<file path="src/rtl/core/dfhe_pkg.sv">
// Shared types and constants for the DEFLATE fixed-Huffman encoder.
// Used by the front end, the chunk queue, the bit packer and the top level.
package dfhe_pkg;

  // Request kinds on the input channel
  localparam logic [1:0] REQ_LITERAL = 2'd0;
  localparam logic [1:0] REQ_MATCH   = 2'd1;
  localparam logic [1:0] REQ_FLUSH   = 2'd2;

  // Longest bit string one item can produce: 8-bit length code, 5 extra,
  // 5-bit distance code, 13 extra.
  localparam int CHUNK_BITS  = 31;
  localparam int CHUNK_CNT_W = 5;

  // Decoupling queue between front end and packer
  localparam int QUEUE_DEPTH = 4;
  localparam int QPTR_W      = $clog2(QUEUE_DEPTH);
  localparam int QCNT_W      = $clog2(QUEUE_DEPTH + 1);

  // One classified item: bits in transmit order, first bit in bit 0.
  typedef struct packed {
    logic                   flush;
    logic [CHUNK_CNT_W-1:0] cnt;
    logic [CHUNK_BITS-1:0]  bits;
  } chunk_t;

endpackage

</file>
<file path="src/rtl/core/dfhe_front.sv">
// Front end: classifies an input item and builds its bit string.
// Depends on dfhe_pkg for chunk_t and the request codes.
module dfhe_front (
  input  logic                 in_valid,
  input  logic                 q_full,
  input  logic [1:0]           req_type,
  input  logic [8:0]           literal_symbol,
  input  logic [8:0]           match_length,
  input  logic [15:0]          match_distance,
  output logic                 in_stall,
  output logic                 push,
  output dfhe_pkg::chunk_t     chunk
);
  import dfhe_pkg::*;

  typedef struct packed {
    logic       ok;
    logic [3:0] len;
    logic [8:0] rev;
  } sym_code_t;

  // Fixed literal/length code, bit-reversed so the code MSB goes out first
  function automatic sym_code_t fixed_code(input logic [8:0] s);
    sym_code_t  r;
    logic [8:0] c;
    logic [8:0] rv;
    r.ok = 1'b1;
    c    = '0;
    if (s < 9'd144) begin
      c     = 9'h030 + s;
      r.len = 4'd8;
    end else if (s < 9'd256) begin
      c     = 9'h190 + (s - 9'd144);
      r.len = 4'd9;
    end else if (s < 9'd280) begin
      c     = s - 9'd256;
      r.len = 4'd7;
    end else if (s < 9'd288) begin
      c     = 9'h0C0 + (s - 9'd280);
      r.len = 4'd8;
    end else begin
      r.ok  = 1'b0;
      r.len = 4'd0;
    end
    for (int i = 0; i < 9; i++) begin
      rv[i] = c[8-i];
    end
    r.rev = rv >> (4'd9 - r.len);
    return r;
  endfunction

  function automatic logic [3:0] top_bit(input logic [14:0] v);
    logic [3:0] r;
    r = '0;
    for (int i = 0; i < 15; i++) begin
      if (v[i]) r = 4'(i);
    end
    return r;
  endfunction

  logic [7:0]             l;
  logic [2:0]             l_nb;
  logic [2:0]             le;
  logic [8:0]             lsym;
  logic [7:0]             lx;
  logic [14:0]            d;
  logic [3:0]             d_nb;
  logic [3:0]             de;
  logic [4:0]             dcode;
  logic [4:0]             drev;
  logic [14:0]            dx;
  sym_code_t              lc;
  sym_code_t              sc;
  logic [CHUNK_CNT_W-1:0] pos1;
  logic [CHUNK_CNT_W-1:0] pos2;
  logic [CHUNK_CNT_W-1:0] pos3;
  logic                   keep;

  // Length: saturate, then split into code symbol and extra bits
  always_comb begin
    if (match_length < 9'd3) begin
      l = 8'd0;
    end else if (match_length > 9'd258) begin
      l = 8'd255;
    end else begin
      l = 8'(match_length - 9'd3);
    end
    l_nb = 3'(top_bit({7'd0, l}));
    le   = '0;
    lx   = '0;
    if (l < 8'd8) begin
      lsym = 9'd257 + {1'b0, l};
    end else if (l == 8'd255) begin
      lsym = 9'd285;
    end else begin
      le   = l_nb - 3'd2;
      lsym = 9'd257 + {4'd0, l_nb - 3'd1, 2'b00} + {7'd0, 2'(l >> le)};
      lx   = l & ((8'd1 << le) - 8'd1);
    end
    lc = fixed_code(lsym);
  end

  // Distance: saturate, then split into 5-bit code and extra bits
  always_comb begin
    if (match_distance == 16'd0) begin
      d = '0;
    end else if (match_distance[15]) begin
      d = 15'h7FFF;
    end else begin
      d = match_distance[14:0] - 15'd1;
    end
    d_nb = top_bit(d);
    de   = '0;
    dx   = '0;
    if (d < 15'd4) begin
      dcode = 5'(d);
    end else begin
      de    = d_nb - 4'd1;
      dcode = {d_nb, 1'b0} + {4'd0, d[de]};
      dx    = d & ((15'd1 << de) - 15'd1);
    end
    for (int i = 0; i < 5; i++) begin
      drev[i] = dcode[4-i];
    end
  end

  assign pos1 = CHUNK_CNT_W'(lc.len);
  assign pos2 = pos1 + CHUNK_CNT_W'(le);
  assign pos3 = pos2 + CHUNK_CNT_W'(5);

  always_comb begin
    chunk = '0;
    keep  = 1'b0;
    sc    = fixed_code(literal_symbol);
    case (req_type)
      REQ_LITERAL: begin
        keep       = sc.ok;
        chunk.bits = CHUNK_BITS'(sc.rev);
        chunk.cnt  = CHUNK_CNT_W'(sc.len);
      end
      REQ_MATCH: begin
        keep       = 1'b1;
        chunk.bits = CHUNK_BITS'(lc.rev)
                   | (CHUNK_BITS'(lx) << pos1)
                   | (CHUNK_BITS'(drev) << pos2)
                   | (CHUNK_BITS'(dx) << pos3);
        chunk.cnt  = pos3 + CHUNK_CNT_W'(de);
      end
      REQ_FLUSH: begin
        keep        = 1'b1;
        chunk.flush = 1'b1;
      end
      default: begin
        keep = 1'b0;
      end
    endcase
  end

  // Drop items that produce nothing; stall only on a full queue
  assign in_stall = q_full;
  assign push     = in_valid && !q_full && keep;

endmodule

</file>
<file path="src/rtl/core/dfhe_queue.sv">
// Small FIFO of classified chunks between the front end and the packer.
// Depends on dfhe_pkg for chunk_t and the queue depth.
module dfhe_queue (
  input  logic             clk,
  input  logic             rst,
  input  logic             push,
  input  dfhe_pkg::chunk_t push_chunk,
  input  logic             pop,
  output logic             full,
  output logic             head_valid,
  output dfhe_pkg::chunk_t head
);
  import dfhe_pkg::*;

  chunk_t              entries [QUEUE_DEPTH];
  logic [QPTR_W-1:0]   wr_ptr;
  logic [QPTR_W-1:0]   rd_ptr;
  logic [QCNT_W-1:0]   count;

  assign full       = (count == QCNT_W'(QUEUE_DEPTH));
  assign head_valid = (count != '0);
  assign head       = entries[rd_ptr];

  always_ff @(posedge clk) begin
    if (push) begin
      entries[wr_ptr] <= push_chunk;
    end
  end

  always_ff @(posedge clk) begin
    if (rst) begin
      wr_ptr <= '0;
      rd_ptr <= '0;
      count  <= '0;
    end else begin
      if (push) begin
        wr_ptr <= (wr_ptr == QPTR_W'(QUEUE_DEPTH - 1)) ? '0 : wr_ptr + 1'b1;
      end
      if (pop) begin
        rd_ptr <= (rd_ptr == QPTR_W'(QUEUE_DEPTH - 1)) ? '0 : rd_ptr + 1'b1;
      end
      if (push && !pop) begin
        count <= count + 1'b1;
      end else if (pop && !push) begin
        count <= count - 1'b1;
      end
    end
  end

endmodule

</file>
<file path="src/rtl/core/dfhe_back.sv">
// Bit packer: merges chunks into the pending byte and emits up to one byte a
// cycle while out_stall allows. Depends on dfhe_pkg for chunk_t.
module dfhe_back (
  input  logic             clk,
  input  logic             rst,
  input  logic             head_valid,
  input  dfhe_pkg::chunk_t head,
  output logic             pop,
  input  logic             out_stall,
  output logic             out_valid,
  output logic [7:0]       out_byte,
  output logic             last_of_run
);
  import dfhe_pkg::*;

  localparam int ACC_W    = CHUNK_BITS - 1;
  localparam int MERGE_W  = CHUNK_BITS + 7;
  localparam int TOTAL_W  = CHUNK_CNT_W + 1;

  // acc holds bits not yet sent, acc_cnt how many; bits above acc_cnt are zero
  logic [ACC_W-1:0]       acc;
  logic [CHUNK_CNT_W-1:0] acc_cnt;
  logic [ACC_W-1:0]       acc_next;
  logic [CHUNK_CNT_W-1:0] acc_cnt_next;
  logic [MERGE_W-1:0]     merged;
  logic [TOTAL_W-1:0]     total;
  logic                   has_work;
  logic                   need_emit;
  logic                   act;
  logic                   out_free;
  logic [7:0]             byte_val;
  logic                   byte_last;

  assign out_free = !out_valid || !out_stall;
  assign merged   = {{(MERGE_W-7){1'b0}}, acc[6:0]}
                  | (MERGE_W'(head.bits) << acc_cnt[2:0]);
  assign total    = TOTAL_W'(acc_cnt) + TOTAL_W'(head.cnt);

  always_comb begin
    has_work     = 1'b0;
    need_emit    = 1'b0;
    pop          = 1'b0;
    byte_val     = acc[7:0];
    byte_last    = 1'b0;
    acc_next     = acc;
    acc_cnt_next = acc_cnt;
    if (acc_cnt >= CHUNK_CNT_W'(8)) begin
      // drain a full byte left over from the current item
      has_work     = 1'b1;
      need_emit    = 1'b1;
      byte_last    = (acc_cnt < CHUNK_CNT_W'(16));
      acc_next     = {8'd0, acc[ACC_W-1:8]};
      acc_cnt_next = acc_cnt - CHUNK_CNT_W'(8);
    end else if (head_valid && !head.flush) begin
      // merge the next chunk and, with a full byte, send it in the same cycle
      has_work  = 1'b1;
      need_emit = (total >= TOTAL_W'(8));
      byte_val  = merged[7:0];
      byte_last = (total < TOTAL_W'(16));
      if (need_emit) begin
        acc_next     = merged[MERGE_W-1:8];
        acc_cnt_next = CHUNK_CNT_W'(total - TOTAL_W'(8));
      end else begin
        acc_next     = merged[ACC_W-1:0];
        acc_cnt_next = CHUNK_CNT_W'(total);
      end
    end else if (head_valid) begin
      // flush: pad the partial byte with zeros
      has_work     = 1'b1;
      need_emit    = (acc_cnt != '0);
      byte_last    = 1'b1;
      acc_next     = '0;
      acc_cnt_next = '0;
    end
    act = has_work && (!need_emit || out_free);
    pop = act && (acc_cnt < CHUNK_CNT_W'(8));
  end

  always_ff @(posedge clk) begin
    if (rst) begin
      acc       <= '0;
      acc_cnt   <= '0;
      out_valid <= 1'b0;
    end else begin
      if (act) begin
        acc     <= acc_next;
        acc_cnt <= acc_cnt_next;
      end
      if (out_free) begin
        out_valid <= act && need_emit;
      end
    end
  end

  always_ff @(posedge clk) begin
    if (act && need_emit) begin
      out_byte    <= byte_val;
      last_of_run <= byte_last;
    end
  end

endmodule

</file>
<file path="src/rtl/core/deflate_fixed_huffman_encoder_top.sv">
// DEFLATE fixed-Huffman (BTYPE=01) symbol encoder. Each transfer on the input
// channel is a literal/length symbol, a length-distance match, or a flush; the
// output channel carries the resulting bitstream as bytes, first bit in bit 0,
// with last_of_run marking the final byte an item caused. Huffman codes go out
// MSB first and extra-bit fields LSB first. Symbols above 287 and request
// type 3 are dropped without output; lengths and distances outside their
// ranges saturate. A flush with no pending bits yields nothing. The front end
// takes one item per cycle while its four-entry chunk queue has room; the
// packer sends up to one byte per cycle while out_stall allows. Each item's
// chunk is first registered in the chunk queue, and its first byte then in
// the output register.
module deflate_fixed_huffman_encoder_top (
  input  logic        clk,
  input  logic        rst,
  input  logic        in_valid,
  output logic        in_stall,
  input  logic [1:0]  req_type,
  input  logic [8:0]  literal_symbol,
  input  logic [8:0]  match_length,
  input  logic [15:0] match_distance,
  output logic        out_valid,
  input  logic        out_stall,
  output logic [7:0]  out_byte,
  output logic        last_of_run
);
  import dfhe_pkg::*;

  logic   push;
  logic   pop;
  logic   q_full;
  logic   head_valid;
  chunk_t push_chunk;
  chunk_t head;

  // Classify the item and build its bit string; drop items with no output
  dfhe_front u_front (
    .in_valid       (in_valid),
    .q_full         (q_full),
    .req_type       (req_type),
    .literal_symbol (literal_symbol),
    .match_length   (match_length),
    .match_distance (match_distance),
    .in_stall       (in_stall),
    .push           (push),
    .chunk          (push_chunk)
  );

  // Hold classified chunks so input and output can stall independently
  dfhe_queue u_queue (
    .clk        (clk),
    .rst        (rst),
    .push       (push),
    .push_chunk (push_chunk),
    .pop        (pop),
    .full       (q_full),
    .head_valid (head_valid),
    .head       (head)
  );

  // Pack bits into bytes and transfer them through the output register
  dfhe_back u_back (
    .clk         (clk),
    .rst         (rst),
    .head_valid  (head_valid),
    .head        (head),
    .pop         (pop),
    .out_stall   (out_stall),
    .out_valid   (out_valid),
    .out_byte    (out_byte),
    .last_of_run (last_of_run)
  );

endmodule
</file>
<file path="config.mk">
export PLATFORM = sky130hd
export DESIGN_NAME = deflate_fixed_huffman_encoder_top
export DESIGN_NICKNAME = d
export VERILOG_FILES = /design/src/rtl/core/dfhe_pkg.sv /design/src/rtl/core/dfhe_front.sv /design/src/rtl/core/dfhe_queue.sv /design/src/rtl/core/dfhe_back.sv /design/src/rtl/core/deflate_fixed_huffman_encoder_top.sv
export SDC_FILE = /design/constraint.sdc
export NUM_CORES = 1
export LEC_CHECK = 0
export BUFFER_PORTS_ARGS = -buffer_cell sky130_fd_sc_hd__buf_2
export CORE_ASPECT_RATIO = 1.4
export CORE_MARGIN = 1
export CORE_UTILIZATION = 64
export CTS_BUF_LIST = sky130_fd_sc_hd__clkbuf_4 sky130_fd_sc_hd__clkbuf_8 sky130_fd_sc_hd__clkbuf_16
export CTS_CLUSTER_DIAMETER = 200
export DETAILED_ROUTE_END_ITERATION = 8
export PLACE_DENSITY = 0.87
export SYNTH_ARGS = -nofsm -noshare
export SYNTH_HDL_FRONTEND = slang
export SYNTH_SLANG_ARGS = --single-unit
</file>
<file path="constraint.sdc">
create_clock -name clk -period 9.5 [get_ports clk]
set_clock_uncertainty 0.15 [all_clocks]
set_input_delay 0.95 -clock clk [delete_from_list [all_inputs] [get_ports clk]]
set_output_delay 0.95 -clock clk [all_outputs]
set_load 0.01 [all_outputs]
</file>
; ---- Word-level counts from Yosys, hierarchy flattened
; Memories as Yosys holds them, arrays and structs flattened. A register that Yosys moved wholly into a read port is not among the register bits.
; Cells that the tools add are included.
; Widths: inputs -> output; s select.
[word_totals]
ff_bits = 52
mem_bits_rw = 148
inputBits = 40
out_inout_bits = 11
wordCells = 193
n_memories = 1
[op_classes]
n_addsub = 35
n_lt_le_gt_ge = 18
eq_ne = 6
shift = 9
n_mux = 85
bitwise = 6
n_reduce_logical = 25
[mem_list]
columns = memory, words, width, read_ports, rd_ports_with_merged_regs, wr, line
row1 = u_queue.entries, 4, 37, 1, 1, 1, dfhe_queue.sv:15  ; chunk_t entries [QUEUE_DEPTH];
[op_table]
columns = op, count
row1 = $mux 30, 4
row2 = $mux 9, 10
row3 = $pmux 36 s2, 1
row4 = $mux 4, 16
row5 = $or 31x31->31, 2
row6 = $lt 9x9->1 const B, 6
row7 = $mux 8, 6
row8 = $mux 15, 3
row9 = $or 7x38->38, 1
row10 = $shl 31x3->38, 1
row11 = $mux 3, 12
row12 = $sub 9x9->9 const B, 4
row13 = $or 9x31->31, 1
row14 = $shl 15x5->31, 1
row15 = $shl 5x5->31, 1
row16 = $shl 8x4->31, 1
row17 = $sub 15x1->15 const B, 2
row18 = $mux 5, 5
row19 = $add 6x9->9 const A, 2
row20 = $add 8x9->9 const A, 2
row21 = $add 9x9->9 const A, 2
row22 = $lt 9x8->1 const B, 2
row23 = $mux 1, 18
row24 = $shr 9x4->9, 2
row25 = other kinds (50), 79

; ---- Longest topological paths before layout
[depth]
depth_word = 26
depth_mapped = 31
depth_no_buf = 31

; ---- By module
; From an unflattened synthesis, not the netlist that was laid out.
[hier_totals]
hier_cells = 1619
area_unflattened_um2 = 15662.5
[modules_own_cells]
columns = module, n_inst, cells_each, area_each_um2, seq_area_each_um2
row1 = dfhe_front, 1, 933, 6170.9, 0.0
row2 = dfhe_queue, 1, 237, 5836.8, 4624.4
row3 = dfhe_back, 1, 449, 3654.8, 991.0

; ---- Worst setup path after synthesis
; OpenSTA, ideal clock, no wires.
[synth_path]
path_type = input port to flip-flop
from = in match_length[3]
to = mem u_queue.entries[0][35] (netlist bit) (data pin)
setup_ns = 0.277
arrival_ns = 7.181
required_ns = 9.073
slack_ns = 1.892
path_stages = 27
path_buffers = 3
path_cell_list = buf_2 or4_4 nor4_1 a221o_1 a211oi_1 a2111oi_2 nand2b_1 inv_1 ha_1 nand2b_1 o31a_1 ha_1 inv_1 o31a_1 inv_1 fa_1 inv_1 ha_1 xnor2_1 inv_1 clkbuf_1 buf_1 ha_1 a21o_1 a21oi_1 xnor2_1 nor2_1
[synth_rtl]
columns = element, line
row1 = "start, declared", deflate_fixed_huffman_encoder_top.sv:19  ; input logic [8:0] match_length,
row2 = "end, declared", dfhe_queue.sv:15

==> impl_metrics.json <==
{
  "ios": 51,
  "r2r_cells": 22,
  "cts-root-buf": "clkbuf_16",
  "min-delay-path-class": "register to register",
  "syn_inst": 1634,
  "yosys_warnings": 0,
  "synth-async-reset-ratio": 0,
  "peakVddDrop_mv": 0.406,
  "drt_wl_total_um": 45600,
  "fin_setup_tns_ns": 0,
  "crit_fanout": 14,
  "cap_violations": 0,
  "n_antenna_cell": 0,
  "cp.required_ns": 9.61,
  "cts.sinks": 202,
  "grt_first_pass_wirelength_um": 73600,
  "nets": 1719,
  "h-tree-depth": 1,
  "drc_errors": 0,
  "fmax_ghz": 0.114,
  "seq_area_frac_synth": 0.364,
  "hold_start": "u_back.acc[26]$_SDFFE_PP0P_",
  "worst_path_max_delay_cell": "fa_1",
  "tightest_slew_ns": 0.981,
  "synth_nets": 1725,
  "track_usage": 0.379,
  "rsz0062_at_grt": "false",
  "drtPass1Iterations": 6,
  "synth_common_cells": "205 x nor2_1, 157 x edfxtp_1, 140 x nand2_1, 83 x clkbuf_1, 77 x a21oi_1",
  "drive_gt1_frac": 0.149,
  "coreArea_mm2": 0.0235,
  "io_buffers": 50,
  "dp.cells": 1913,
  "critPathLaunchType": "input port",
  "synth_cell_type_count": 108,
  "synthTopCellsByArea": "edfxtp_1 31%, mux4_2 6.0%, dfxtp_1 5.8%",
  "start_util": 0.658,
  "cts_tree": "done",
  "ys_ff_latch": 202,
  "grt_overflow": 0,
  "ys_dominant_reg_cell": "edfxtp_1",
  "hpwlAfterDp_um": 32800,
  "min_path_cells": 2,
  "slew_violations": 0,
  "cts_resized": 0,
  "rr_endpoint": "u_queue.count[2]$_SDFFE_PP0P_",
  "synth_edf_count": 157,
  "grt_max_degree": 45,
  "criticalPathCategory": "input port to register",
  "total_leakage_power_uw": 0.00596,
  "crit_buf_inv": 6,
  "rows": 66,
  "antenna_found_initial": 0,
  "cts_buffers": 19,
  "first_iter_violations": 1452,
  "setup_viol": 0,
  "avgSynthCellArea_um2": 9.44,
  "stdcell_count": 1947,
  "ant_nets": 0,
  "crit_arrival_ns": 8.88,
  "die_h_um": 186,
  "fillCellCount": 1742,
  "min_to": "u_back.acc[26]$_SDFFE_PP0P_",
  "area_growth_pct": 6.69,
  "relSlewSlack": 0.339,
  "yosysMostFrequentCell": "nor2_1",
  "routedWlPerCell_um": 23.4,
  "clkSlewWorstSetupHoldPaths_ns": 0.07,
  "yosysTopAreaCell": "edfxtp_1",
  "vias": 14100,
  "status": "complete, no violations",
  "via_per_inst": 7.26,
  "synth_top_area_frac": 0.306,
  "grt_pass1_vias": 13600,
  "die_area_mm2": 0.0247,
  "netlist_area_mm2": 0.0154,
  "min_period_ns": 8.77,
  "clkLatencyLatePin_ns": 0.50,
  "worst_path_dominant_cell_family": "compound AO/OA/AOI/OAI gates",
  "postCtsHoldBufs": 0,
  "endpoint_kind": "register",
  "period_share": 0.923,
  "post_cts_buffers": 0,
  "cts_max_path_buffers": 3,
  "dieWidth_um": 133,
  "hold_viol": 0,
  "place_congestion": 1.12,
  "slowest_delay_ns": 0.77,
  "powerDensity_mw_per_mm2": 287,
  "r2r_slack_ns": 3.97
}
flip-flops by register name, indices dropped and copies added (netlist names), named ones only:
register / cells
u_back.out_byte: 8
u_back.acc_cnt: 5
u_queue.rd_ptr: 2
u_queue.entries: 148
u_queue.count: 3
u_back.last_of_run: 1
u_back.acc: 30
u_queue.wr_ptr: 2
u_back.out_valid: 1
tightest hold or removal path: cells and delay by family (launching register included):
| family | cells | cell delay (ns) |
|---|---|---|
| DFF | 1 | 0.31 |
| and+or+nand+nor | 1 | 0.05 |
| AOI/OAI and AO/OA | 1 | 0.06 |
cells by family (layout without fill, tap and decap cells):
group / Yosys count / after routing / synth area share
and+or+nand+nor: 581 / 581 / 0.178
AOI/OAI and AO/OA: 488 / 488 / 0.240
DFF: 202 / 202 / 0.364
buffers and inverters: 162 / 169 / 0.0434
muxes: 120 / 120 / 0.113
adders and majority gates: 51 / 51 / 0.0433
xor gates and xnor gates: 30 / 30 / 0.0180
where the power goes:
part,total (uW),internal [uW],switching (uW)
combinational,2800,981,1820
sequential,1180,1130,48.4
clock,745,413,332
cell usage in the layout (no fill, tap or decap), types with 13 or more instances in the layout:
| cell | instances |
|---|---|
| nand3_1 | 43 |
| clkbuf_16 | 19 |
| nor4_1 | 13 |
| dfxtp_1 | 44 |
| buf_2 | 50 |
| a21oi_1 | 77 |
| nand2_1 | 140 |
| xnor2_1 | 17 |
| mux2i_1 | 55 |
| o22ai_1 | 19 |
| o21ai_0 | 73 |
| ha_1 | 47 |
| nor2_1 | 205 |
| mux2_2 | 23 |
| o31ai_1 | 15 |
| mux4_2 | 41 |
| buf_4 | 32 |
| and2_1 | 20 |
| a22oi_1 | 13 |
| nand4_1 | 17 |
| a31oi_1 | 24 |
| a221oi_1 | 30 |
| edfxtp_1 | 157 |
| a211oi_1 | 16 |
| inv_1 | 52 |
| nor3_1 | 58 |
| a21o_1 | 22 |
area by class of cell:
class                   instances  area, um^2  area share
inverters                      53         200      0.0122
clock buffers                  21         497      0.0302
clock inverters                13         116     0.00707
well taps                     306         383      0.0233
multi-input cells            1270        9150       0.556
repair buffers                 82         490      0.0298
flip-flops and latches        202        5620       0.341
stage by stage:
stage | hold WS (ns) | utilization | total power [uW] | worst slack, ns | area (um^2)
after CTS | 0.314 | 0.702 | 4630 | 1.05 | 16500
after global placement | 0.295 | 0.675 | 3790 | 0.846 | 15800
after floorplan | 0.282 | - | 3150 | 1.89 | 15400
final | 0.321 | 0.702 | 4730 | 0.734 | 16500
after detailed placement | 0.305 | 0.675 | 3850 | 0.561 | 15800
after global routing | 0.332 | 0.702 | 4980 | 0.382 | 16500
metal layers:
| metal | GRT usage | vias to the layer above | part of all wire | routed length, um |
|---|---|---|---|---|
| li1 | - | 6335 | - | - |
| met1 | 0.428 | 6706 | 0.36 | 16300 |
| met2 | 0.699 | 858 | 0.51 | 23400 |
| met3 | 0.0379 | 232 | 0.066 | 3020 |
| met4 | 0.212 | 0 | 0.064 | 2910 |
| met5 | 0 | - | 0 | 0 |
worst max path at each step:
stage               startpoint                                to  slack [ns]  depth (start not counted)
2_1_floorplan  match_length[3]  u_queue.entries[0][35]$_DFFE_PP_        1.89                         27
3_3_place_gp   match_length[3]  u_queue.entries[0][16]$_DFFE_PP_        0.85                         27
3_5_place_dp   match_length[3]  u_queue.entries[1][28]$_DFFE_PP_        0.56                         27
4_1_cts        match_length[3]  u_queue.entries[2][28]$_DFFE_PP_        1.05                         27
5_1_grt        match_length[0]  u_queue.entries[2][28]$_DFFE_PP_        0.38                         29
6_report       match_length[3]  u_queue.entries[2][28]$_DFFE_PP_        0.73                         27
No activity file was read; power rests on OpenSTA's default activity.
